### src/hw/rtl/tte_pkg.sv
package tte_pkg;

  localparam int INDEX_BITS_DEF = 16;
  localparam int MAX_PLY_DEF    = 64;

  localparam int KEY_W   = 64;
  localparam int MOVE_W  = 16;
  localparam int SCORE_W = 16;
  localparam int DEPTH_W = 6;
  localparam int PLY_W   = 6;
  localparam int BOUND_W = 2;
  // ply-adjusted scores need two bits of headroom over the stored score
  localparam int ADJ_W   = 18;

  localparam int MATE_SCORE  = 30000;
  localparam int SCORE_CLAMP = 32000;

  typedef enum logic [0:0] {
    OP_PROBE = 1'b0,
    OP_STORE = 1'b1
  } op_t;

  localparam logic [BOUND_W-1:0] BOUND_EXACT = 2'd0;
  localparam logic [BOUND_W-1:0] BOUND_LOWER = 2'd1;
  localparam logic [BOUND_W-1:0] BOUND_UPPER = 2'd2;
  // spare code: stored as given, never cuts
  localparam logic [BOUND_W-1:0] BOUND_SPARE = 2'd3;

  // input word, last field (key) in the lowest bits
  typedef struct packed {
    logic                pad;
    logic                is_pv;
    logic [SCORE_W-1:0]  beta;
    logic [SCORE_W-1:0]  alpha;
    logic [MOVE_W-1:0]   store_move;
    logic [BOUND_W-1:0]  bound_kind;
    logic [SCORE_W-1:0]  score;
    logic [DEPTH_W-1:0]  depth;
    logic [PLY_W-1:0]    ply;
    logic [KEY_W-1:0]    key;
  } in_word_t;

  // one table slot
  typedef struct packed {
    logic [KEY_W-1:0]    key;
    logic [MOVE_W-1:0]   move;
    logic [BOUND_W-1:0]  bound;
    logic [DEPTH_W-1:0]  depth;
    logic [SCORE_W-1:0]  score;
  } entry_t;

  typedef struct packed {
    logic [5:0]          pad;
    logic [SCORE_W-1:0]  cutoff_score;
    logic                cutoff;
    logic [MOVE_W-1:0]   hint_move;
    logic                hit;
  } out_word_t;

  typedef struct packed {
    logic      valid;
    out_word_t word;
  } res_t;

  localparam int IN_TDATA_W  = $bits(in_word_t);
  localparam int IN_TUSER_W  = 1;
  localparam int OUT_TDATA_W = $bits(out_word_t);
  localparam int ENTRY_W     = $bits(entry_t);

  // stored (ply-independent) score back to a search score
  function automatic logic signed [ADJ_W-1:0] to_search(
    input logic signed [ADJ_W-1:0] sc,
    input logic [PLY_W-1:0]         ply,
    input logic signed [ADJ_W-1:0] mate_bound
  );
    logic signed [ADJ_W-1:0] p;
    p = $signed({{(ADJ_W-PLY_W){1'b0}}, ply});
    if (sc >= mate_bound) begin
      to_search = sc - p;
    end else if (sc <= -mate_bound) begin
      to_search = sc + p;
    end else begin
      to_search = sc;
    end
  endfunction

  function automatic logic signed [ADJ_W-1:0] from_search(
    input logic signed [ADJ_W-1:0] sc,
    input logic [PLY_W-1:0]         ply,
    input logic signed [ADJ_W-1:0] mate_bound
  );
    logic signed [ADJ_W-1:0] p;
    p = $signed({{(ADJ_W-PLY_W){1'b0}}, ply});
    if (sc >= mate_bound) begin
      from_search = sc + p;
    end else if (sc <= -mate_bound) begin
      from_search = sc - p;
    end else begin
      from_search = sc;
    end
  endfunction

endpackage

### src/hw/rtl/tte_out_queue.sv
module tte_out_queue (
  input  logic                               clk,
  input  logic                               rst_n,
  input  tte_pkg::res_t                      push,
  output logic                               out_tvalid,
  input  logic                               out_tready,
  output logic [tte_pkg::OUT_TDATA_W-1:0]    out_tdata,
  output logic [1:0]                         count
);
  import tte_pkg::*;

  out_word_t  q0_r, q0_nxt;
  out_word_t  q1_r, q1_nxt;
  logic [1:0] cnt_r, cnt_nxt;
  logic       pop;

  always_comb begin
    pop     = (cnt_r != 2'd0) && out_tready;
    q0_nxt  = q0_r;
    q1_nxt  = q1_r;
    cnt_nxt = cnt_r;
    case ({push.valid, pop})
      2'b10: begin
        if (cnt_r == 2'd0) begin
          q0_nxt = push.word;
        end else begin
          q1_nxt = push.word;
        end
        cnt_nxt = cnt_r + 2'd1;
      end
      2'b01: begin
        q0_nxt  = q1_r;
        cnt_nxt = cnt_r - 2'd1;
      end
      2'b11: begin
        if (cnt_r == 2'd1) begin
          q0_nxt = push.word;
        end else begin
          q0_nxt = q1_r;
          q1_nxt = push.word;
        end
      end
      default: begin
      end
    endcase
  end

  always_ff @(posedge clk) begin
    if (!rst_n) begin
      cnt_r <= 2'd0;
    end else begin
      cnt_r <= cnt_nxt;
    end
    q0_r <= q0_nxt;
    q1_r <= q1_nxt;
  end

  assign out_tvalid = cnt_r != 2'd0;
  assign out_tdata  = q0_r;
  assign count      = cnt_r;

endmodule

### config.mk
export PLATFORM = sky130hd
export DESIGN_NAME = tte_out_queue
export DESIGN_NICKNAME = d
export VERILOG_FILES = /design/src/hw/rtl/tte_pkg.sv /design/src/hw/rtl/tte_out_queue.sv
export SDC_FILE = /design/constraint.sdc
export NUM_CORES = 1
export LEC_CHECK = 0
export BUFFER_PORTS_ARGS = -buffer_cell sky130_fd_sc_hd__buf_2
export CAP_MARGIN = 20
export CORE_ASPECT_RATIO = 1.5
export CORE_UTILIZATION = 58
export DETAILED_ROUTE_END_ITERATION = 16
export GPL_TIMING_DRIVEN = 1
export HOLD_SLACK_MARGIN = 0.08
export PLACE_DENSITY = 0.84
export SLEW_MARGIN = 20
export SYNTH_ARGS = -nofsm -noshare
export SYNTH_HDL_FRONTEND = slang
export SYNTH_SLANG_ARGS = --single-unit
### constraint.sdc
create_clock -name clk -period 14.8 [get_ports clk]
set_input_delay 0 -clock clk [delete_from_list [all_inputs] [get_ports clk]]
set_output_delay 0 -clock clk [all_outputs]
set_load 0.05 [all_outputs]
==> flow_summary.toml <==
[drt]
drt-wirelength-per-cell_um = 16.8
detailedRoute.firstPassIterationCount = 4
detailroute.via_count = 2714
routed_wl_um = 8190
routed_via_density = 5.55
post-route-drc-count = 0
detail-route-antenna-nets = 0
initialDrtViolationCount = 207

[setup_path]
crit_path_end_kind = "flip-flop"
path_max_fanout = 43
reg2reg_from = "count[0]"
wp_data_required_ns = 14.83
worst-setup-path-type = "reg2reg"
timing.rr.end = "q1_r[25]"
r2r_slack_ns = 11.31
reg2regPathDepth = 7
timing.critical_path.from_type = "flip-flop"
cp.arrival_ns = 3.52

[place]
place.port_buffers = 86
gp_congestion = 0.721
place_hpwl_um = 4940

[final_layout]
num-nets-final = 459
final_common_cell = "sky130_fd_sc_hd__buf_2"
area_growth_syn_to_layout_pct = 25.6
n_antenna_cell = 0
num-fill-cells = 413
final_cell_mix = "sky130_fd_sc_hd__buf_2, sky130_fd_sc_hd__nand2_1, sky130_fd_sc_hd__edfxtp_1, sky130_fd_sc_hd__dlygate4sd3_1, sky130_fd_sc_hd__a22oi_1"
post_route_cells_drive_above_1_share_pct = 35.1

[clocking]
clock_latency_ns = 0.36
tritoncts = "done"
clk_root_buffer_cell = "sky130_fd_sc_hd__clkbuf_8"
cts-buffers-inserted = 9
cts_sinks = 82
cts_setup_buffers = 0
clock_tree.htree_level_count = 3
cts_resized = 0
worst_setup_hold_path_clk_slew_ns = 0.08
max-clock-path-buffers = 2

[timing]
worst_slew_margin_rel_pct = 38.1
worst_slew_pin_slew_ns = 0.927
min_period_ns = 3.49
setup_viol = 0
achievable_frequency_mhz = 286
grt_setup_unrepaired = "false"
post-route-period-util_pct = 23.6
finClkSkew_ns = 0.00684
final_max_slew_viol_count = 0
setup_tns_ns = 0
hold_viol = 0
hold_slack_ns = 0.283

[power]
pwr_dens_mw_per_mm2 = 171
vdd_ir_drop_max_uv = 153
cellLeakagePower_nw = 2.13

[yosys]
synth.yosys.seq_area_share_pct = 61.4
synth.top_cell.area_share_pct = 60.4
post_syn_area_per_cell_um2 = 13.9
synthTopCellsByArea = "sky130_fd_sc_hd__edfxtp_1, sky130_fd_sc_hd__mux2_4, sky130_fd_sc_hd__nand2_1"
synth.cell_area_mm2 = 0.00398
syn_nets = 337
synth-warning-count = 0
synth.ff_latch_count = 82
synth_top_area_cell = "sky130_fd_sc_hd__edfxtp_1"
synth.distinct_cells = 22
netlist_instances = 286

[die]
io_pins = 87
die-height_um = 103
fp.dieW_um = 69.6
initial_util_pct = 60.5
dieArea_mm2 = 0.00720
core.rowCount = 36
placeableCoreArea_mm2 = 0.00658

[min_path]
hold_class = "in2reg"
terminating_pin_of_the_worst_hold_path = "out_tdata[27]"
worst_hold_startpoint = "push[40]"
hold_path_depth = 3

[grt]
grt_first_pass_wirelength_um = 12900
global_route.overflow_total = 0
grt_pass1_vias = 2714
antenna_violations_before_repair = 0
grt_start_max_net_pins = 44
grt_use_total_pct = 23.5

[flow_run]
cap_violations = 0

[status]
run_status = "completed"
==> per-layer routing <==
layer  routed length (um)  GRT usage, %
met5                    0             0
met4                  227          8.92
met3                  364          6.30
met2                 4350          41.7
met1                 3250          27.5
==> final cells by class <==
type | count | area [um2] | area share (%)
Multi-Input combinational cell | 179 | 1400 | 28.0
Clock buffer | 11 | 131 | 2.63
Sequential cell | 82 | 2440 | 48.9
Inverter | 6 | 22.5 | 0.451
Tap cell | 76 | 95.1 | 1.90
Clock inverter | 5 | 45.0 | 0.901
Timing Repair Buffer | 130 | 863 | 17.3
==> power breakdown <==
group	switching, mW	total [mW]	internal (mW)
clock network	0.0776	0.153	0.0759
registers	0.0205	0.353	0.333
logic	0.237	0.348	0.111
==> registers in the layout, indices dropped and copies added (netlist names) <==
| register | cells |
|---|---|
| out_tdata | 40 |
| count | 2 |
| q1_r | 40 |
==> synth_stat cells <==
| cell | number |
|---|---|
| sky130_fd_sc_hd__inv_1 | 6 |
| sky130_fd_sc_hd__nor2b_1 | 1 |
| sky130_fd_sc_hd__nor2_1 | 1 |
| sky130_fd_sc_hd__nand2_1 | 81 |
| sky130_fd_sc_hd__xnor2_1 | 1 |
| sky130_fd_sc_hd__buf_6 | 1 |
| sky130_fd_sc_hd__a221oi_1 | 1 |
| sky130_fd_sc_hd__nand3_1 | 1 |
| sky130_fd_sc_hd__ha_1 | 7 |
| sky130_fd_sc_hd__edfxtp_1 | 80 |
| sky130_fd_sc_hd__a22oi_1 | 40 |
| sky130_fd_sc_hd__clkbuf_1 | 4 |
| sky130_fd_sc_hd__mux2_2 | 1 |
| sky130_fd_sc_hd__mux2_4 | 39 |
| sky130_fd_sc_hd__o21ai_0 | 2 |
| sky130_fd_sc_hd__nand2b_1 | 1 |
| sky130_fd_sc_hd__nor2_2 | 1 |
| sky130_fd_sc_hd__a21boi_0 | 1 |
| sky130_fd_sc_hd__buf_12 | 4 |
| sky130_fd_sc_hd__buf_2 | 10 |
| sky130_fd_sc_hd__dfxtp_1 | 2 |
| sky130_fd_sc_hd__a21oi_1 | 1 |
==> worst max-delay path, stage by stage (launching register included) <==
cell	delay (ns)
sky130_fd_sc_hd__dfxtp_1	0.38
sky130_fd_sc_hd__inv_1	0.08
sky130_fd_sc_hd__ha_1	0.25
sky130_fd_sc_hd__nor2b_1	0.27
sky130_fd_sc_hd__ha_2	0.84
sky130_fd_sc_hd__nor2_1	0.19
sky130_fd_sc_hd__a221oi_4	0.69
sky130_fd_sc_hd__buf_4	0.45
==> what timing repair did <==
action	in CTS	in global routing
hold buffers	41	0
endpoints found under the setup margin	0	0
hold endpoints to repair	82	0
==> logic make-up (layout without fill, tap and decap cells) <==
group	Yosys count	in the layout	synth area share [%]
DFF	82	82	61.4
muxes	40	40	15.0
adders and majority gates	7	7	2.20
and+or+nand+nor	86	86	8.34
AOI/OAI and AO/OA	45	45	8.34
buffers and inverters	25	152	4.50
xor gates and xnor gates	1	1	0.220
==> stage by stage <==
stage                     worst slack, ns  std cells  power (mW)  utilization [%]  area [um2]
after floorplan                      9.71        286       0.638                -        3980
after global placement              11.42        432       0.684             67.1        4410
after detailed placement            11.31        432       0.695             67.1        4410
after CTS                           11.30        489       0.852             76.0        5000
after global routing                11.04        489       0.887             76.0        5000
final                               11.31        489       0.855             76.0        5000
==> how the worst max path moves through the flow <==
stage	endpoint	slack, ns	startpoint
final	q1_r[25]	11.31	count[0]
after global routing	q1_r[25]	11.04	count[0]
after CTS	q1_r[31]	11.30	count[0]
after detailed placement	q1_r[12]	11.31	count[0]
after global placement	q1_r[31]	11.42	count[0]
after floorplan	q1_r[0]	9.71	count[0]
Power figures use the tool's default switching activity.
