--- src/hw/rtl/tte_ram.sv ---
module tte_ram #(
  parameter int WIDTH = 8,
  parameter int DEPTH = 16
) (
  input  logic                     clk,
  input  logic                     we,
  input  logic [$clog2(DEPTH)-1:0] waddr,
  input  logic [WIDTH-1:0]         wdata,
  input  logic [$clog2(DEPTH)-1:0] raddr,
  output logic [WIDTH-1:0]         rdata
);

  logic [WIDTH-1:0] mem [DEPTH];
  logic [WIDTH-1:0] rdata_r;

  // read returns the old word when the same address is written in that cycle
  always_ff @(posedge clk) begin
    if (we) begin
      mem[waddr] <= wdata;
    end
    rdata_r <= mem[raddr];
  end

  assign rdata = rdata_r;

endmodule

--- config.mk ---
export PLATFORM = sky130hd
export DESIGN_NAME = tte_ram
export DESIGN_NICKNAME = d
export VERILOG_FILES = /design/src/hw/rtl/tte_ram.sv
export SDC_FILE = /design/constraint.sdc
export NUM_CORES = 1
export LEC_CHECK = 0
export BUFFER_PORTS_ARGS = -buffer_cell sky130_fd_sc_hd__clkbuf_2
export CORE_MARGIN = 1.5
export CORE_UTILIZATION = 65
export CTS_CLUSTER_DIAMETER = 200
export DETAILED_ROUTE_END_ITERATION = 10
export PLACE_DENSITY = 0.84
export SLEW_MARGIN = 20
export SYNTH_ARGS = -nofsm -noshare
export SYNTH_HDL_FRONTEND = slang
export SYNTH_SLANG_ARGS = --single-unit
--- constraint.sdc ---
create_clock -name clk -period 2.6 [get_ports clk]
set_input_delay 0.26 -clock clk [delete_from_list [all_inputs] [get_ports clk]]
set_output_delay 0.26 -clock clk [all_outputs]
set_load 0.005 [all_outputs]
==> flow_metrics.py, run 1 <==
metrics = {
    "global_route": {
        "antenna_found_initial": 0,
        "grt.overflow.total": 0,
        "grt_pass1_wl_um": 16000,
        "globalRouteTotalUtil": 0.281,
        "via_count_of_the_first_global_routing_pass": 2569,
        "maximum_number_of_pins_on_one_net_before_global_route_repair": 17,
    },
    "yosys": {
        "seq_total_area_yosys": 0.778,
        "post_synth_instance_area_um2": 5150,
        "yosysWarnings": 0,
        "syn_avg_cell_area_um2": 22.5,
        "synth.lib_cells_used.distinct": 19,
        "yosys-top-cells-area": "sky130_fd_sc_hd__edfxtp_1, sky130_fd_sc_hd__mux4_2, sky130_fd_sc_hd__mux4_1",
        "synth_largest_type_area_fraction": 0.747,
        "postSynthNetCount": 247,
        "postSynthRegisterBits": 136,
        "syn_inst": 229,
        "netlist.top_cell.by_area": "sky130_fd_sc_hd__edfxtp_1",
    },
    "clock_network": {
        "cts_post_setup_buffers_inserted": 0,
        "clock_tree.htree_level_count": 4,
        "cts_sinks": 136,
        "postCtsHoldBufs": 0,
        "tritoncts_clock_tree": "yes",
        "cts.root.buffer_cell": "sky130_fd_sc_hd__clkbuf_8",
        "post_cts_resize_count": 0,
        "cts.reportedPaths.clkPinSlew_ps": 60,
        "number_of_buffers_inserted_during_clock_tree_synthesis": 17,
        "worst_skew_pair.late_latency_ps": 520,
        "clk_path_buf_depth": 2,
    },
    "drt": {
        "antenna_violating_nets_post_route": 0,
        "wl_per_cell_um": 27.1,
        "met1Wirelength_um": 4160,
        "routed_wl_um": 10700,
        "routed-wl-met3_um": 1040,
        "post_dr_vias_cell": 6.69,
        "dr_wl_met2_um": 5230,
        "detailroute.via_count": 2642,
        "drtPass1Iterations": 5,
        "initialDrtViolationCount": 310,
        "drc": 0,
        "top_layer": "met4",
    },
    "power": {
        "power_leakage_nw": 2.09,
        "max-vdd-ir-drop_uv": 754,
        "p_per_area_nw_per_um2": 851,
    },
    "critical_path": {
        "critPathBufInv": 0,
        "critPathKind": "reg2reg",
        "worstSetupStartpointType": "flop",
        "required_ps": 3000,
        "worst_setup_path_end_kind": "flop",
        "crit_path_max_incr_delay_ps": 520,
        "cp_max_delay_cell": "sky130_fd_sc_hd__mux4_1",
        "arrival_ps": 1800,
        "crit_chain": "mux4_1 > a22oi_1 > nand2_1",
        "worst-path-max-fanout": 1,
        "critPathTopFamily": "multiplexers",
        "reg2reg_from": "mem[8][5]",
        "crit_path_start": "mem[8][5]",
    },
    "floorplanning": {
        "die-area_um2": 8460,
        "i_o_pin_count": 26,
        "fp.coreArea_um2": 7690,
        "die_height_um": 92.0,
        "initial_cell_density_of_the_core": 0.670,
        "std_cell_rows": 32,
        "die_w_um": 92.0,
    },
    "hold_path": {
        "hold_class": "in2reg",
        "holdCritStartpoint": "wdata[6]",
    },
    "cells_and_area": {
        "antenna_cells_inserted": 0,
        "layout-area-overhead-vs-synth_pct": 17.9,
        "final_layout_size_suffix_gt1_frac": 0.314,
        "fill_cells": 385,
        "nets": 298,
    },
    "sta": {
        "final_period_minus_worst_setup_slack_ps": 1400,
        "rsz0062_at_grt": "no",
        "max_freq_mhz": 714,
        "hold_violations": 0,
        "timing.slew.headroom": 0.444,
        "timing.clock.skew_ps": 8.97,
        "setup_total_negative_slack_ps": 0,
        "finalSetupViolations": 0,
        "final.period_utilization": 0.538,
        "max_slew.worst_pin.slew_ps": 831,
        "count_of_pins_over_their_slew_limit": 0,
        "finalWorstSetupSlack_ps": 1200,
    },
    "placed_design": {
        "preCtsSetupSlack_ps": 711,
        "dpl.hpwl_um": 6300,
        "globalplace.congestion": 0.878,
        "port-buffer-count": 25,
    },
    "outcome": {
        "status": "completed",
    },
    "run": {
        "maxCapViolations": 0,
    },
}
==> metal layers <==
layer  up-vias  GRT usage
li1       1075          -
met1      1344      0.408
met2       194      0.417
met3        29     0.0672
met4         0      0.122
met5         -          0
==> Yosys cell counts <==
cell type and count:
sky130_fd_sc_hd__edfxtp_1 128, sky130_fd_sc_hd__mux4_2 18, sky130_fd_sc_hd__a22oi_1 16, sky130_fd_sc_hd__mux4_1 14, sky130_fd_sc_hd__nor2_1 13, sky130_fd_sc_hd__nand2_1 9
sky130_fd_sc_hd__dfxtp_1 8, sky130_fd_sc_hd__nor3_1 4, sky130_fd_sc_hd__buf_2 3, sky130_fd_sc_hd__buf_6 3, sky130_fd_sc_hd__clkdlybuf4s25_2 3, sky130_fd_sc_hd__nand2b_1 2
sky130_fd_sc_hd__nand3b_1 2, sky130_fd_sc_hd__and2_1 1, sky130_fd_sc_hd__and2b_1 1, sky130_fd_sc_hd__buf_4 1, sky130_fd_sc_hd__nand3_1 1, sky130_fd_sc_hd__nor2b_1 1
sky130_fd_sc_hd__or3b_2 1
==> cell families (layout without fill, tap and decap cells) <==
| group | Yosys count | after routing | share of synthesized area |
|---|---|---|---|
| AO/OA/AOI/OAI | 16 | 16 | 0.0233 |
| flip-flops | 136 | 136 | 0.778 |
| AND/OR/NAND/NOR | 35 | 35 | 0.0318 |
| buffers and inverters | 10 | 74 | 0.0168 |
| multiplexers | 32 | 32 | 0.150 |
==> cells in the final DEF (no fill, tap or decap), types with 2 or more instances in the layout <==
master | synthesis | final
sky130_fd_sc_hd__edfxtp_1 | 128 | 128
sky130_fd_sc_hd__clkbuf_2 | 0 | 25
sky130_fd_sc_hd__mux4_2 | 18 | 18
sky130_fd_sc_hd__a22oi_1 | 16 | 16
sky130_fd_sc_hd__clkbuf_16 | 0 | 16
sky130_fd_sc_hd__buf_4 | 1 | 16
sky130_fd_sc_hd__mux4_1 | 14 | 14
sky130_fd_sc_hd__nor2_1 | 13 | 13
sky130_fd_sc_hd__nand2_1 | 9 | 9
sky130_fd_sc_hd__dfxtp_1 | 8 | 8
sky130_fd_sc_hd__nor3_1 | 4 | 4
sky130_fd_sc_hd__bufinv_16 | 0 | 4
sky130_fd_sc_hd__clkinv_4 | 0 | 4
sky130_fd_sc_hd__nand3b_1 | 2 | 2
sky130_fd_sc_hd__nand2b_1 | 2 | 2
sky130_fd_sc_hd__clkinv_2 | 0 | 2
sky130_fd_sc_hd__inv_6 | 0 | 2
sky130_fd_sc_hd__clkinvlp_4 | 0 | 2
==> worst reg2reg max path: cells and delay by family (launching register included) <==
| kind | cells | cell delay, ps |
|---|---|---|
| muxes | 1 | 520 |
| AOI/OAI and AO/OA | 1 | 300 |
| DFF | 1 | 370 |
| and+or+nand+nor | 1 | 80 |
==> layout make-up <==
| class | count | area (um2) | area share |
|---|---|---|---|
| flip-flops and latches | 136 | 4000 | 0.660 |
| multi-input cells | 83 | 1060 | 0.174 |
| clock buffers | 18 | 418 | 0.0689 |
| repair buffers | 42 | 265 | 0.0437 |
| clock inverters | 14 | 198 | 0.0326 |
| well taps | 102 | 128 | 0.0210 |
==> sequential cells by signal, indices dropped and copies added (netlist names) <==
name   flops
mem      128
rdata      8
==> through the flow <==
stage	util	instance area, um2	hold slack (ps)	instances	total power [mW]
after floorplan	-	5150	359	229	2.63
after global placement	0.709	5450	632	363	2.72
after detailed placement	0.709	5450	632	363	2.74
after CTS	0.790	6070	144	395	5.19
after global routing	0.790	6070	174	395	5.29
final	0.790	6070	170	395	5.16
==> report_power, final <==
group          internal (mW)  total, mW  switching, mW
combinational         0.0959      0.228          0.132
sequential              2.45       2.47         0.0195
clock                   1.56       2.46          0.900
==> path summary, 6_finish.rpt <==
| kind | end | depth (start not counted) | slack (ps) |
|---|---|---|---|
| setup reg to reg | rdata[5] | 3 | 1200 |
| hold reg to reg | rdata[4] | 3 | 680 |
| hold / removal | mem[12][6] | 1 | 170 |
| setup / recovery | rdata[5] | 3 | 1200 |
No activity file was read; power rests on OpenSTA's default activity.
==> run 2: changes to the inputs <==
Settings changed: CORE_UTILIZATION 65 to 54, PLACE_DENSITY 0.84 to 0.74.
Clock period 2.6 ns to 1.2 ns, I/O delays scaled along.
==> flow_metrics.py, run 2 (synthesized netlist as in run 1, its figures left out) <==
metrics = {
    "floorplanning": {
        "die_height_um": 101,
        "initial_cell_density_of_the_core": 0.557,
        "die_w_um": 101,
        "die-area_um2": 10100,
        "std_cell_rows": 35,
        "i_o_pin_count": 26,
        "fp.coreArea_um2": 9240,
    },
    "cells_and_area": {
        "largest_reg_flops": 128,
        "final_layout_size_suffix_gt1_frac": 0.432,
        "layout-area-overhead-vs-synth_pct": 21.1,
        "layout.cells.most_common": "sky130_fd_sc_hd__edfxtp_1",
        "final_util": 0.674,
        "nets": 308,
        "antenna_cells_inserted": 0,
        "largest_register": "mem",
        "mostFrequentLayoutCells": "sky130_fd_sc_hd__edfxtp_1, sky130_fd_sc_hd__mux4_2, sky130_fd_sc_hd__clkbuf_2",
        "finalNonFillerCells": 432,
    },
    "hold_path": {
        "hold_class": "in2reg",
    },
    "critical_path": {
        "critPathKind": "reg2reg",
        "arrival_ps": 1620,
        "required_ps": 1570,
        "worst_setup_path_end_kind": "flop",
        "worst-path-max-fanout": 1,
        "worstSetupStartpointType": "flop",
    },
    "drt": {
        "antenna_violating_nets_post_route": 0,
        "drtPass1Iterations": 4,
        "initialDrtViolationCount": 187,
        "detailroute.via_count": 2442,
        "routed_wl_um": 9260,
        "drc": 0,
        "post_dr_vias_cell": 5.65,
        "wl_per_cell_um": 21.4,
    },
    "power": {
        "max-vdd-ir-drop_uv": 1050,
        "combinationalPowerShare": 0.051,
        "power_leakage_nw": 2.08,
        "seqPwrFrac": 0.502,
        "p_per_area_nw_per_um2": 1710,
        "netSwitchingPower_mw": 2.11,
        "clockPowerShare": 0.447,
        "cellInternalPower_mw": 8.56,
        "power.share.switching": 0.198,
    },
    "clock_network": {
        "cts.reportedPaths.clkPinSlew_ps": 60,
        "cts.root.buffer_cell": "sky130_fd_sc_hd__clkbuf_8",
        "number_of_buffers_inserted_during_clock_tree_synthesis": 17,
        "cts_sinks": 136,
        "clk_path_buf_depth": 2,
        "worst_skew_pair.late_latency_ps": 490,
        "clock_tree.htree_level_count": 4,
        "cts_post_setup_buffers_inserted": 0,
        "tritoncts_clock_tree": "yes",
    },
    "placed_design": {
        "preCtsSetupSlack_ps": -336,
        "dpl.cell_count": 400,
        "dpl.hpwl_um": 5980,
        "port-buffer-count": 25,
        "globalplace.congestion": 0.702,
    },
    "global_route": {
        "grt_pass1_wl_um": 14300,
        "globalRouteTotalUtil": 0.205,
        "grt.overflow.total": 0,
        "via_count_of_the_first_global_routing_pass": 2519,
        "antenna_found_initial": 0,
        "maximum_number_of_pins_on_one_net_before_global_route_repair": 24,
    },
    "sta": {
        "setup_total_negative_slack_ps": -242,
        "timing.slew.headroom": 0.381,
        "final.period_utilization": 1.04,
        "hold_violations": 0,
        "count_of_pins_over_their_slew_limit": 0,
        "finalSetupViolations": 7,
        "max_slew.worst_pin.slew_ps": 925,
        "final_period_minus_worst_setup_slack_ps": 1250,
        "timing.clock.skew_ps": 9.48,
        "max_freq_mhz": 800,
        "rsz0062_at_grt": "yes",
        "timing.hold.ws_ps": 27.5,
        "finalWorstSetupSlack_ps": -50.2,
    },
    "outcome": {
        "violations": "negative setup slack",
        "status": "finished with violations",
    },
    "run": {
        "maxCapViolations": 0,
    },
}
-- run 2: changes by cell type in the layout (fill, tap and decap cells not counted), sizes merged --
cell      delta
buf         +10
bufinv       -2
clkbuf       +1
clkinv       -1
clkinvlp     +3
inv          -1
-- run 2: metal layers --
layer | GRT usage | up-vias | routed length (um)
li1 | - | 1086 | -
met1 | 0.273 | 1265 | 3790
met2 | 0.330 | 87 | 4840
met3 | 0.0617 | 4 | 567
met4 | 0.0628 | 0 | 58
met5 | 0 | - | 0
-- run 2: worst paths after layout --
check | start | end | slack (ps) | cells past startpoint
setup / recovery | mem[3][5] | rdata[5] | -50 | 3
setup reg to reg | mem[3][5] | rdata[5] | -50 | 3
hold reg to reg | mem[15][2] | rdata[2] | 680 | 3
hold / removal | wdata[1] | mem[13][1] | 30 | 1
-- run 2: final cells by class --
type	instances	area [um2]
sequential	136	4000
fill	590	3010
multi-input combinational	83	1090
clock buffer	19	432
timing repair buffer	52	415
tap	129	161
clock inverter	13	129
-- run 2: critical path, stage by stage (launching register included) --
cell and delay (ps):
sky130_fd_sc_hd__edfxtp_1 370, sky130_fd_sc_hd__mux4_2 490, sky130_fd_sc_hd__a22oi_2 190, sky130_fd_sc_hd__nand2_1 80
-- run 2: per-stage QoR --
| step | power [mW] | cell area, um2 |
|---|---|---|
| floorplan | 5.72 | 5190 |
| global placement | 5.95 | 5660 |
| detailed placement | 5.97 | 5660 |
| CTS | 10.7 | 6230 |
| global route | 11.0 | 6230 |
| finish | 10.7 | 6230 |
-- run 2: what timing repair did --
action | in CTS | in global routing
pin swaps | 8 | 3
resized for setup | 18 | 2
hold buffers | 0 | 0
endpoints found under the setup margin | 8 | 8
-- run 2: power by group through the flow --
stage                     Sequential [mW]  Combinational [mW]  Clock, mW
after floorplan                      5.43               0.286          0
after global placement               5.44               0.512          0
after detailed placement             5.45               0.528          0
after CTS                            5.35               0.558       4.83
after global routing                 5.36               0.596       5.06
final                                5.35               0.548       4.76
==> run 3: changes to the inputs <==
Settings changed: TNS_END_PERCENT set to 50.
==> flow_metrics.py, run 3 (synthesized netlist as in run 1, its figures left out) <==
metrics = {
    "outcome": {
        "violations": "negative setup slack",
        "status": "finished with violations",
    },
    "cells_and_area": {
        "final_util": 0.685,
        "finalNonFillerCells": 433,
        "mostFrequentLayoutCells": "sky130_fd_sc_hd__edfxtp_1, sky130_fd_sc_hd__mux4_2, sky130_fd_sc_hd__clkbuf_2",
        "largest_reg_flops": 128,
        "antenna_cells_inserted": 0,
        "layout.cells.most_common": "sky130_fd_sc_hd__edfxtp_1",
        "nets": 310,
        "largest_register": "mem",
        "final_layout_size_suffix_gt1_frac": 0.395,
        "layout-area-overhead-vs-synth_pct": 22.9,
    },
    "sta": {
        "hold_violations": 0,
        "final_period_minus_worst_setup_slack_ps": 1360,
        "rsz0062_at_grt": "yes",
        "timing.clock.skew_ps": 7.66,
        "final.period_utilization": 1.13,
        "max_slew.worst_pin.slew_ps": 926,
        "finalSetupViolations": 8,
        "count_of_pins_over_their_slew_limit": 0,
        "finalWorstSetupSlack_ps": -155,
        "max_freq_mhz": 738,
        "timing.slew.headroom": 0.381,
    },
    "critical_path": {
        "arrival_ps": 1740,
        "worst_setup_path_end_kind": "flop",
        "worst-path-max-fanout": 1,
        "required_ps": 1580,
        "r2r_worst_path_depth": 3,
        "critPathKind": "reg2reg",
        "worstSetupStartpointType": "flop",
    },
    "hold_path": {
        "hold_path_depth": 1,
        "hold_class": "in2reg",
    },
    "clock_network": {
        "worst_skew_pair.late_latency_ps": 520,
        "cts_post_setup_buffers_inserted": 0,
        "number_of_buffers_inserted_during_clock_tree_synthesis": 17,
        "tritoncts_clock_tree": "yes",
        "clk_path_buf_depth": 2,
        "cts.root.buffer_cell": "sky130_fd_sc_hd__clkbuf_8",
        "clock_tree.htree_level_count": 4,
        "cts.reportedPaths.clkPinSlew_ps": 60,
        "cts_sinks": 136,
    },
    "global_route": {
        "grt_pass1_wl_um": 14800,
        "via_count_of_the_first_global_routing_pass": 2528,
        "antenna_found_initial": 0,
        "globalRouteTotalUtil": 0.216,
        "grt.overflow.total": 0,
        "maximum_number_of_pins_on_one_net_before_global_route_repair": 21,
    },
    "power": {
        "max-vdd-ir-drop_uv": 1270,
        "power_leakage_nw": 2.14,
        "p_per_area_nw_per_um2": 1790,
        "p_total_mw": 11.3,
    },
    "drt": {
        "routed_wl_um": 9690,
        "detailroute.via_count": 2486,
        "antenna_violating_nets_post_route": 0,
        "wl_per_cell_um": 22.4,
        "post_dr_vias_cell": 5.74,
        "drc": 0,
        "initialDrtViolationCount": 174,
        "drtPass1Iterations": 4,
    },
    "placed_design": {
        "port-buffer-count": 25,
        "dpl.cell_count": 399,
        "dpl.hpwl_um": 6070,
        "globalplace.congestion": 0.758,
    },
    "floorplanning": {
        "die_height_um": 101,
        "die_w_um": 101,
        "i_o_pin_count": 26,
        "fp.coreArea_um2": 9240,
        "initial_cell_density_of_the_core": 0.557,
        "std_cell_rows": 35,
        "die-area_um2": 10100,
    },
    "run": {
        "maxCapViolations": 0,
    },
}
## run 3: final cells by class
| type | count | area (um2) |
|---|---|---|
| clock inverters | 14 | 206 |
| fillers | 557 | 2910 |
| flip-flops and latches | 136 | 4000 |
| well taps | 129 | 161 |
| clock buffers | 17 | 414 |
| multi-input cells | 83 | 1090 |
| repair buffers | 54 | 450 |
## run 3: critical path, stage by stage, from the launching register on
cell                       delay, ps
sky130_fd_sc_hd__edfxtp_1        370
sky130_fd_sc_hd__mux4_2          480
sky130_fd_sc_hd__a22oi_1         260
sky130_fd_sc_hd__nand2_1         120
## run 3: metrics by stage
step	hold slack, ps	area, um2	TNS (ps)	worst slack [ps]
2_1_floorplan	219	5170	-1780	-112
3_3_place_gp	494	5670	-4460	-355
3_5_place_dp	489	5670	-5920	-405
4_1_cts	8.81	6310	-551	-116
5_1_grt	31.6	6330	-845	-137
6_report	19.0	6330	-483	-155
## run 3: worst paths after layout
| check | from | endpoint | slack (ps) |
|---|---|---|---|
| worst max-delay path | mem[3][7] | rdata[7] | -160 |
| worst min-delay path | wdata[0] | mem[5][0] | 20 |
| worst max register to register | mem[3][7] | rdata[7] | -160 |
| worst min register to register | mem[14][1] | rdata[1] | 680 |
## run 3: routing by layer
metal	global-route usage	vias up	part of all wire
li1	-	1093	-
met1	0.283	1288	0.40
met4	0.0856	0	0.012
met2	0.335	95	0.52
met5	0	-	0
met3	0.0777	10	0.074
## run 3: repair_timing
| item | 4_1_cts | 5_1_grt |
|---|---|---|
| gates resized for setup | 13 | 4 |
| pin swaps | 6 | 4 |
| gates cloned | 0 | 0 |
| endpoints found under the hold margin | 46 | 0 |
| endpoints found under the setup margin | 8 | 9 |
| hold buffers | 3 | 0 |
## run 3: power breakdown
| group | internal, mW | switching, mW | leakage [nW] |
|---|---|---|---|
| registers | 5.31 | 0.0406 | 1.22 |
| logic | 0.261 | 0.290 | 0.622 |
| clock network | 3.55 | 1.85 | 0.292 |
