<file path="config.mk">
export PLATFORM = sky130hd
export DESIGN_NAME = tte_slot_upd
export DESIGN_NICKNAME = d
export VERILOG_FILES = /design/src/hw/rtl/tte_pkg.sv /design/src/hw/rtl/tte_slot_upd.sv
export SDC_FILE = /design/constraint.sdc
export NUM_CORES = 1
export LEC_CHECK = 0
export BUFFER_PORTS_ARGS = -buffer_cell sky130_fd_sc_hd__buf_2
export CORE_AREA = 8 8 155 157
export DETAILED_ROUTE_END_ITERATION = 7
export DIE_AREA = 0 0 163 165
export SETUP_SLACK_MARGIN = 0.4
export SYNTH_ARGS = -nofsm -noshare
export SYNTH_HDL_FRONTEND = slang
export SYNTH_SLANG_ARGS = --single-unit
</file>
<file path="constraint.sdc">
create_clock -name vclk -period 22.2
set_clock_uncertainty 0.2 [all_clocks]
set_input_delay 5.55 -clock vclk [all_inputs]
set_output_delay 5.55 -clock vclk [all_outputs]
set_load 0.05 [all_outputs]
</file>
<file path="src/hw/rtl/tte_pkg.sv">
package tte_pkg;

  localparam int INDEX_BITS_DEF = 16;
  localparam int MAX_PLY_DEF    = 64;

  localparam int KEY_W   = 64;
  localparam int MOVE_W  = 16;
  localparam int SCORE_W = 16;
  localparam int DEPTH_W = 6;
  localparam int PLY_W   = 6;
  localparam int BOUND_W = 2;
  // ply-adjusted scores need two bits of headroom over the stored score
  localparam int ADJ_W   = 18;

  localparam int MATE_SCORE  = 30000;
  localparam int SCORE_CLAMP = 32000;

  typedef enum logic [0:0] {
    OP_PROBE = 1'b0,
    OP_STORE = 1'b1
  } op_t;

  localparam logic [BOUND_W-1:0] BOUND_EXACT = 2'd0;
  localparam logic [BOUND_W-1:0] BOUND_LOWER = 2'd1;
  localparam logic [BOUND_W-1:0] BOUND_UPPER = 2'd2;
  // spare code: stored as given, never cuts
  localparam logic [BOUND_W-1:0] BOUND_SPARE = 2'd3;

  // input word, last field (key) in the lowest bits
  typedef struct packed {
    logic                pad;
    logic                is_pv;
    logic [SCORE_W-1:0]  beta;
    logic [SCORE_W-1:0]  alpha;
    logic [MOVE_W-1:0]   store_move;
    logic [BOUND_W-1:0]  bound_kind;
    logic [SCORE_W-1:0]  score;
    logic [DEPTH_W-1:0]  depth;
    logic [PLY_W-1:0]    ply;
    logic [KEY_W-1:0]    key;
  } in_word_t;

  // one table slot
  typedef struct packed {
    logic [KEY_W-1:0]    key;
    logic [MOVE_W-1:0]   move;
    logic [BOUND_W-1:0]  bound;
    logic [DEPTH_W-1:0]  depth;
    logic [SCORE_W-1:0]  score;
  } entry_t;

  typedef struct packed {
    logic [5:0]          pad;
    logic [SCORE_W-1:0]  cutoff_score;
    logic                cutoff;
    logic [MOVE_W-1:0]   hint_move;
    logic                hit;
  } out_word_t;

  typedef struct packed {
    logic      valid;
    out_word_t word;
  } res_t;

  localparam int IN_TDATA_W  = $bits(in_word_t);
  localparam int IN_TUSER_W  = 1;
  localparam int OUT_TDATA_W = $bits(out_word_t);
  localparam int ENTRY_W     = $bits(entry_t);

  // stored (ply-independent) score back to a search score
  function automatic logic signed [ADJ_W-1:0] to_search(
    input logic signed [ADJ_W-1:0] sc,
    input logic [PLY_W-1:0]         ply,
    input logic signed [ADJ_W-1:0] mate_bound
  );
    logic signed [ADJ_W-1:0] p;
    p = $signed({{(ADJ_W-PLY_W){1'b0}}, ply});
    if (sc >= mate_bound) begin
      to_search = sc - p;
    end else if (sc <= -mate_bound) begin
      to_search = sc + p;
    end else begin
      to_search = sc;
    end
  endfunction

  function automatic logic signed [ADJ_W-1:0] from_search(
    input logic signed [ADJ_W-1:0] sc,
    input logic [PLY_W-1:0]         ply,
    input logic signed [ADJ_W-1:0] mate_bound
  );
    logic signed [ADJ_W-1:0] p;
    p = $signed({{(ADJ_W-PLY_W){1'b0}}, ply});
    if (sc >= mate_bound) begin
      from_search = sc + p;
    end else if (sc <= -mate_bound) begin
      from_search = sc - p;
    end else begin
      from_search = sc;
    end
  endfunction

endpackage

</file>
<file path="src/hw/rtl/tte_slot_upd.sv">
module tte_slot_upd #(
  parameter int INDEX_BITS = tte_pkg::INDEX_BITS_DEF,
  parameter int MAX_PLY    = tte_pkg::MAX_PLY_DEF
) (
  input  logic                   valid,
  input  tte_pkg::op_t           op,
  input  tte_pkg::in_word_t      item,
  input  logic                   table_en,
  input  tte_pkg::entry_t        entry,
  output logic                   wr_we,
  output logic [INDEX_BITS-1:0]  wr_idx,
  output tte_pkg::entry_t        wr_entry,
  output tte_pkg::res_t          res
);
  import tte_pkg::*;

  localparam logic signed [ADJ_W-1:0] MATE_BOUND = ADJ_W'(MATE_SCORE - MAX_PLY);
  localparam logic signed [ADJ_W-1:0] CLAMP_HI   = ADJ_W'(SCORE_CLAMP);
  localparam logic signed [ADJ_W-1:0] CLAMP_LO   = -CLAMP_HI;

  logic                    match;
  logic                    keep_slot;
  logic signed [ADJ_W-1:0] in_sc;
  logic signed [ADJ_W-1:0] st_sc;
  logic signed [ADJ_W-1:0] st_clamped;
  logic signed [ADJ_W-1:0] pr_sc;
  logic signed [ADJ_W-1:0] alpha_x;
  logic signed [ADJ_W-1:0] beta_x;
  logic                    hit;
  logic                    may_cut;
  logic                    cut;

  always_comb begin
    match     = entry.key == item.key;
    // a shallower non-exact result for the same position only refreshes the move
    keep_slot = match && (entry.depth > item.depth) && (item.bound_kind != BOUND_EXACT);

    in_sc = $signed({{(ADJ_W-SCORE_W){item.score[SCORE_W-1]}}, item.score});
    st_sc = from_search(in_sc, item.ply, MATE_BOUND);
    if (st_sc > CLAMP_HI) begin
      st_clamped = CLAMP_HI;
    end else if (st_sc < CLAMP_LO) begin
      st_clamped = CLAMP_LO;
    end else begin
      st_clamped = st_sc;
    end

    wr_idx   = item.key[INDEX_BITS-1:0];
    wr_we    = 1'b0;
    wr_entry = entry;
    if (valid && (op == OP_STORE) && table_en) begin
      if (keep_slot) begin
        wr_we         = item.store_move != '0;
        wr_entry.move = item.store_move;
      end else begin
        wr_we          = 1'b1;
        wr_entry.key   = item.key;
        wr_entry.move  = ((item.store_move == '0) && match) ? entry.move : item.store_move;
        wr_entry.bound = item.bound_kind;
        wr_entry.depth = item.depth;
        wr_entry.score = st_clamped[SCORE_W-1:0];
      end
    end

    pr_sc   = to_search($signed({{(ADJ_W-SCORE_W){entry.score[SCORE_W-1]}}, entry.score}),
                        item.ply, MATE_BOUND);
    alpha_x = $signed({{(ADJ_W-SCORE_W){item.alpha[SCORE_W-1]}}, item.alpha});
    beta_x  = $signed({{(ADJ_W-SCORE_W){item.beta[SCORE_W-1]}}, item.beta});
    hit     = table_en && match;
    may_cut = hit && !item.is_pv && (item.ply != '0) && (entry.depth >= item.depth);
    case (entry.bound)
      BOUND_EXACT: cut = may_cut;
      BOUND_LOWER: cut = may_cut && (pr_sc >= beta_x);
      BOUND_UPPER: cut = may_cut && (pr_sc <= alpha_x);
      default:     cut = 1'b0;
    endcase

    res.valid             = valid && (op == OP_PROBE);
    res.word.pad          = '0;
    res.word.hit          = hit;
    res.word.hint_move    = hit ? entry.move : '0;
    res.word.cutoff       = cut;
    res.word.cutoff_score = cut ? pr_sc[SCORE_W-1:0] : '0;
  end

endmodule

</file>
==> results of run 1 <==
[cell usage in the layout, fill, tap and decap left out, types with 19 or more instances in the layout]
master | netlist | layout
buf_2 | 8 | 406
mux2_2 | 87 | 87
inv_1 | 78 | 78
ha_1 | 67 | 67
xor2_1 | 66 | 66
nand2_1 | 34 | 34
nor2_1 | 33 | 33
nor4_1 | 28 | 27
a21oi_1 | 27 | 26
o21ai_0 | 23 | 23
and3_1 | 22 | 22
a211oi_1 | 19 | 19
[through the flow]
step / utilization (%) / instances / cell area [sq um] / worst slack, ns / hold WS [ns]
6_report: 37.07 / 1414 / 7964 / 5.916 / 11.22
5_1_grt: 37.03 / 1411 / 7956 / 5.525 / 11.23
2_1_floorplan: - / 783 / 5872 / 5.269 / 11.07
3_3_place_gp: 37.03 / 1411 / 7956 / 6.007 / 11.22
3_5_place_dp: 37.03 / 1411 / 7956 / 5.994 / 11.22
4_1_cts: 37.03 / 1411 / 7956 / 5.967 / 11.22
[kinds of logic (layout without fill, tap and decap cells)]
logic type	Yosys count	count (layout)	synth area share, %
buffers and inverters	142	490	11.09
other	1	9	0.06407
and+or+nand+nor	225	225	21.87
adders and majority gates	71	71	15.69
AOI/OAI and AO/OA	177	177	22.98
xor gates and xnor gates	71	71	10.88
muxes	91	91	17.42
[routing by layer]
layer	vias to the layer above	GRT usage, %	share of wire, %
li1	3574	-	-
met3	20	5.110	7.9
met5	-	0	0.23
met2	269	39.83	53
met1	3457	23.36	38
met4	10	0.9591	0.63
[power by group through the flow]
stage          sequential [W]  combinational [W]        clock (W)
2_1_floorplan               0           0.000136                0
3_3_place_gp                0           0.000199                0
3_5_place_dp                0           0.000201                0
4_1_cts                     0           0.000202                0
5_1_grt                     0           0.000216                0
6_report                    0           0.000201  0.0000000000181
[worst max path at each step]
| stage | start | endpoint | cells after the start |
|---|---|---|---|
| 2_1_floorplan | item[65] | res[25] | 19 |
| 3_3_place_gp | item[65] | res[27] | 21 |
| 3_5_place_dp | item[65] | res[27] | 21 |
| 4_1_cts | item[65] | res[27] | 21 |
| 5_1_grt | item[65] | res[27] | 21 |
| 6_report | item[65] | res[27] | 21 |
[area by class of cell]
class	count	share of cell area, %
inverters	79	3.723
well taps	280	4.399
repair buffers	411	25.99
multi-input cells	641	65.80
diodes	3	0.09427
==> metrics.cfg, run 1 <==
[outcome]
status=complete, no violations

[setup_path]
path_class=primary input to primary output
path_buf_inv=3
crit_path_max_incr_delay_ns=0.66
cp_top_family=compound AO/OA/AOI/OAI gates
start_kind=primary input
crit_chain=buf_2, inv_1, ha_1, nor2b_1, o21ai_0, a21oi_1, o21ai_0, a21oi_1, or4_1, a21oi_1, nor2_1, ha_1, a21o_1, a21o_1, a21oi_1, nor2b_1, o21ai_0, o311ai_0, a31o_2, a2111oi_0, buf_2
end_kind=primary output
cp_slowest_cell=a2111oi_0
crit_path_max_fanout=17
crit_required_ns=16.45
critical_path.most_common_cell=a21oi_1
worst-endpoint-arrival_ns=10.53

[detailed_routing]
drt_wl_total_microns=29970
drt_iter0_markers=429
routedWlPerCell_microns=21.20
ant_nets=0
vias=7330
drcViolationCount=0
viasPerCell=5.184
first_pass_iters=5

[power_and_ir_drop]
p_sw_share_pct=67.15
p_leak_nw=4.130
powerDensity_nw_per_um2=25.25
switchingPower_w=0.0001350
combPwrFrac_pct=100.0
p_clk_share_pct=0
p_total_w=0.0002011
p_int_w=0.00006606
seqPwrFrac_pct=0
vdd_drop_max_v=0.00002121

[global_route]
grt_pass1_vias=7275
grt_pass1_wl_microns=43730
grt_start_max_net_pins=65
grt-ovfl-total=0
grt_use_total_pct=20.63
antenna_found_initial=6

[final_layout]
num-clock-buffers=0
flops_and_latches=0
seqCellArea_sq_um=0
drive_gt1_share_pct=45.80
multi_input_area_sq_um=5240
area.growth.synth_to_final_pct=36.06
nFillCells=2351
nets=1455

[sta]
period_share_pct=73.35
worst_slew_pin_slew_ns=1.023
hold_violations=0
finalSetupViolations=0
fmax_mhz=61.41
drv_slew=0
tns_ns=0
relSlewSlack_pct=31.36
grt_setup_unrepaired=false
fin_crit_ns=16.28

[yosys]
synth_top_area_share_pct=16.74
synth.area.top_cells=mux2_2, ha_1, xor2_1
synth_most_common_cell=mux2_2
syn-cell-area_sq_um=5853
synthCells=778
synth_top_area_cell=mux2_2
seq_area_frac_synth_pct=0
synth_commonest_cells=mux2_2, inv_1, ha_1, xor2_1, nand2_1
synth_warnings=0
synth_cell_types=80
synth.avg_cell_area_sq_um=7.523

[die]
die_area_sq_um=26900
rows=54
fp.coreArea_sq_um=21490
die_w_microns=163
top_level_ports=413
start_util_pct=27.24
die_h_microns=165

[clock_network]
cts_hold_buf=0
postCtsSetupRepairBufs=0
postCtsResizedCells=0

[hold_path]
hp-class=primary input to primary output
min_path_cells=2
hp-start=item[4]
worst_hold_path.endpoint=wr_idx[4]

[place]
place_congestion=0.9424
hpwl_microns=26940
port-buffer-count=406

[flow_run]
cap_violations=0

(Power assumes the default switching activity.)
==> run 2, diff against run 1 <==
--- a/config.mk
+++ b/config.mk
@@ -6,9 +6,9 @@
 export NUM_CORES = 1
 export LEC_CHECK = 0
 export BUFFER_PORTS_ARGS = -buffer_cell sky130_fd_sc_hd__buf_2
-export CORE_AREA = 8 8 155 157
+export CORE_AREA = 8 8 154 156
 export DETAILED_ROUTE_END_ITERATION = 7
-export DIE_AREA = 0 0 163 165
+export DIE_AREA = 0 0 162 164
 export SETUP_SLACK_MARGIN = 0.4
 export SYNTH_ARGS = -nofsm -noshare
 export SYNTH_HDL_FRONTEND = slang
==> constraint.sdc (replaced) <==
create_clock -name vclk -period 13.43
set_clock_uncertainty 0.2 [all_clocks]
set_input_delay 3.3575 -clock vclk [all_inputs]
set_output_delay 3.3575 -clock vclk [all_outputs]
set_load 0.05 [all_outputs]
==> metrics.cfg, run 2 (same netlist as run 1, synthesis figures left out) <==
[global_route]
met3_usage_pct=5.965
grt_pass1_wl_microns=44110
grt-ovfl-total=0
grt_busiest_layer=met2
grt_start_max_net_pins=79
antenna_found_initial=7
grt_use_total_pct=21.04
grtUsageMet2_pct=39.96
grtUsageMet1_pct=23.29
grt_pass1_vias=7347

[final_layout]
flops_and_latches=0
drive_gt1_share_pct=45.75
stdcell_count=1410
seqCellArea_sq_um=0
area.growth.synth_to_final_pct=35.81
nets=1454
antenna_cells=0
final_cell_mix=buf_2, mux2_2, inv_1
nFillCells=2327
num-clock-buffers=0
layout_commonest_cell=buf_2

[setup_path]
worst-endpoint-arrival_ns=8.29
path_buf_inv=3
cp_top_family=compound AO/OA/AOI/OAI gates
end_kind=primary output
cp_slowest_cell=a2111oi_0
crit_path_max_incr_delay_ns=0.61
critical_path.most_common_cell=a21oi_1
path_class=primary input to primary output
crit_path_max_fanout=17
start_kind=primary input
crit_chain=buf_2, inv_1, ha_1, nor2b_1, o21ai_0, a21oi_1, o21ai_0, a21oi_1, or4_1, a21oi_1, nor2_1, ha_1, a21o_1, a21o_1, a21oi_1, nor2b_1, o21ai_0, o311ai_0, a31o_2, a2111oi_0, buf_2
crit_required_ns=9.87

[power_and_ir_drop]
p_sw_share_pct=67.28
p_leak_nw=4.125
powerDensity_nw_per_um2=42.11
combPwrFrac_pct=100.0
p_clk_share_pct=0
p_total_w=0.0003347
switchingPower_w=0.0002252
vdd_drop_max_v=0.00003553
seqPwrFrac_pct=0
p_int_w=0.0001095

[sta]
worst_slew_pin_slew_ns=1.080
fin_crit_ns=11.85
period_share_pct=88.25
drv_slew=0
tns_ns=0
worst_slack_ns=1.578
finalSetupViolations=0
hold_violations=0
relSlewSlack_pct=27.54
whs_ns=6.836
grt_setup_unrepaired=false
fmax_mhz=84.38

[outcome]
status=complete, no violations

[detailed_routing]
first_pass_iters=5
routedWlPerCell_microns=21.52
ant_nets=0
vias=7444
drcViolationCount=0
drt_wl_total_microns=30350
drt_iter0_markers=426
viasPerCell=5.279

[clock_network]
postCtsResizedCells=0
postCtsSetupRepairBufs=0
cts_hold_buf=0

[place]
hpwl_microns=27030
place_congestion=0.9237
place_ws_ns=1.616
port-buffer-count=406
placed_cells=1410

[die]
top_level_ports=413
die_h_microns=164
fp.coreArea_sq_um=21350
die_area_sq_um=26570
die_w_microns=162
start_util_pct=27.41
rows=54

[flow_run]
cap_violations=0

[hold_path]
hp-class=primary input to primary output

## run 2: path summary, 6_finish.rpt
path	start	to	cells past startpoint
min	item[9]	wr_idx[9]	2
max	item[65]	res[25]	21
## run 2: final cells by class
class	count	area (sq um)	area share, %
tap	280	350.3	4.407
inverter	79	296.5	3.731
multi-input combinational	641	5240	65.92
timing repair buffer	410	2062	25.94
## run 2: metal layers
layer / vias up / routed length (microns) / part of all wire [%]
li1: 3579 / - / -
met1: 3512 / 11410 / 38
met2: 303 / 15650 / 52
met3: 36 / 2678 / 8.8
met4: 14 / 518 / 1.7
met5: - / 86 / 0.28
## run 2: power by group through the flow
stage	combinational [W]	clock (W)	sequential [W]
finish	0.000335	0	0
floorplan	0.000224	0	0
global placement	0.000330	0	0
global route	0.000357	0	0
detailed placement	0.000333	0	0
CTS	0.000335	0	0
## run 2: per-stage QoR
stage	cell area, sq um	utilization (%)
floorplan	5872	-
global placement	7949	37.23
detailed placement	7949	37.23
CTS	7949	37.23
global route	7949	37.23
finish	7949	37.23
==> run 3, diff against run 2 <==
--- a/config.mk
+++ b/config.mk
@@ -6,10 +6,11 @@
 export NUM_CORES = 1
 export LEC_CHECK = 0
 export BUFFER_PORTS_ARGS = -buffer_cell sky130_fd_sc_hd__buf_2
-export CORE_AREA = 8 8 154 156
+export CORE_AREA = 8 8 156 158
 export DETAILED_ROUTE_END_ITERATION = 7
-export DIE_AREA = 0 0 162 164
+export DIE_AREA = 0 0 164 166
 export SETUP_SLACK_MARGIN = 0.4
 export SYNTH_ARGS = -nofsm -noshare
 export SYNTH_HDL_FRONTEND = slang
 export SYNTH_SLANG_ARGS = --single-unit
+export TNS_END_PERCENT = 10
==> constraint.sdc (replaced) <==
create_clock -name vclk -period 12
set_clock_uncertainty 0.2 [all_clocks]
set_input_delay 3 -clock vclk [all_inputs]
set_output_delay 3 -clock vclk [all_outputs]
set_load 0.05 [all_outputs]
==> metrics.cfg, run 3 (same netlist as run 1, synthesis figures left out) <==
[outcome]
status=complete, no violations

[sta]
grt_setup_unrepaired=false
finalSetupViolations=0
hold_violations=0
drv_slew=0
relSlewSlack_pct=31.56
tns_ns=0
fin_crit_ns=11.14
fmax_mhz=89.76
whs_ns=6.118
period_share_pct=92.84
worst_slack_ns=0.8594
worst_slew_pin_slew_ns=1.020

[setup_path]
crit_required_ns=8.80
startpoint=item[65]
cp_slowest_cell=a2111oi_0
crit_chain=buf_2, inv_1, ha_1, nor2b_1, o21ai_0, a21oi_1, o21ai_0, a21oi_1, or4_1, a21oi_1, nor2_1, ha_1, a21o_1, a21o_1, a21oi_1, nor2b_1, o21ai_0, o311ai_0, a31o_2, a2111oi_0, buf_2
end_kind=primary output
crit_path_max_fanout=17
worst-endpoint-arrival_ns=7.94
critical_path.most_common_cell=a21oi_1
path_class=primary input to primary output
start_kind=primary input
crit_path_max_incr_delay_ns=0.62

[final_layout]
nFillCells=2417
seqCellArea_sq_um=0
final_core_util_pct=36.10
num-clock-buffers=0
multi_input_area_sq_um=5240
layout_commonest_cell=buf_2
stdcell_count=1421
final_cell_mix=buf_2, mux2_2, inv_1
area.growth.synth_to_final_pct=36.25
nets=1455
drive_gt1_share_pct=45.80
flops_and_latches=0

[detailed_routing]
top_layer=met5
routedWlPerCell_microns=21.17
wl_met2_microns=15390
m1WireLength_microns=11070
vias=7393
viasPerCell=5.203
drt_wl_total_microns=30090
ant_nets=0
first_pass_iters=4
drt_iter0_markers=360
drcViolationCount=0
wl_met3_microns=2620

[place]
port-buffer-count=406
placed_cells=1416
place_ws_ns=0.8564
hpwl_microns=26980
place_congestion=0.9228

[clock_network]
cts_hold_buf=0
postCtsResizedCells=0
postCtsSetupRepairBufs=0

[global_route]
grt_use_total_pct=20.46
grt-ovfl-total=0
antenna_found_initial=13
grt_pass1_vias=7412
grt_start_max_net_pins=65
grt_pass1_wl_microns=43950

[die]
start_util_pct=26.50
top_level_ports=413
die_area_sq_um=27220
fp.coreArea_sq_um=22090
rows=55
die_h_microns=166
die_w_microns=164

[power_and_ir_drop]
vdd_drop_max_v=0.00003219
powerDensity_nw_per_um2=46.80
p_leak_nw=4.130

[flow_run]
cap_violations=0

[hold_path]
min_path_cells=3
hp-class=primary input to primary output
worst_hold_path.endpoint=res[40]
hp-start=op

-- run 3: cell count changes in the layout (fill, tap and decap cells not counted) --
cell | previous run | this run
diode_2 | 0 | 5
buf_4 | 4 | 5
-- run 3: worst max path at each step --
stage / to / slack, ns / depth (start not counted)
floorplan: res[25] / 0.17 / 19
CTS: res[25] / 0.82 / 21
detailed placement: res[25] / 0.86 / 21
finish: res[29] / 0.86 / 21
global route: res[25] / 0.42 / 21
global placement: res[25] / 0.91 / 21
-- run 3: where the power goes --
group	switching [W]	total [W]	internal [W]
registers	0	0	0
clock network	0	0.0000000000559	0.0000000000558
logic	0.000251	0.000373	0.000122
-- run 3: metal layers --
layer | up-vias | GRT usage, %
met2 | 289 | 37.92
met1 | 3454 | 21.88
li1 | 3577 | -
met5 | - | 0
met3 | 57 | 6.222
met4 | 16 | 5.219
-- run 3: cell type report --
type / instances / area share, %
antenna: 5 / 0.1569
inverter: 79 / 3.718
multi-input combinational: 641 / 65.70
tap: 285 / 4.471
timing repair buffer: 411 / 25.95
-- run 3: per-stage QoR --
| step | total power [W] | instance area (sq um) |
|---|---|---|
| floorplan | 0.0002508 | 5872 |
| global placement | 0.0003689 | 7963 |
| detailed placement | 0.0003720 | 7963 |
| CTS | 0.0003738 | 7963 |
| global route | 0.0003990 | 7973 |
| finish | 0.0003733 | 7975 |
-- run 3: worst max-delay path, delay by kind of cell --
family / cells / cell delay, ns
adders and majority gates: 2 / 0.64
and+or+nand+nor: 4 / 0.78
AOI/OAI and AO/OA: 12 / 2.77
buffers and inverters: 3 / 0.72
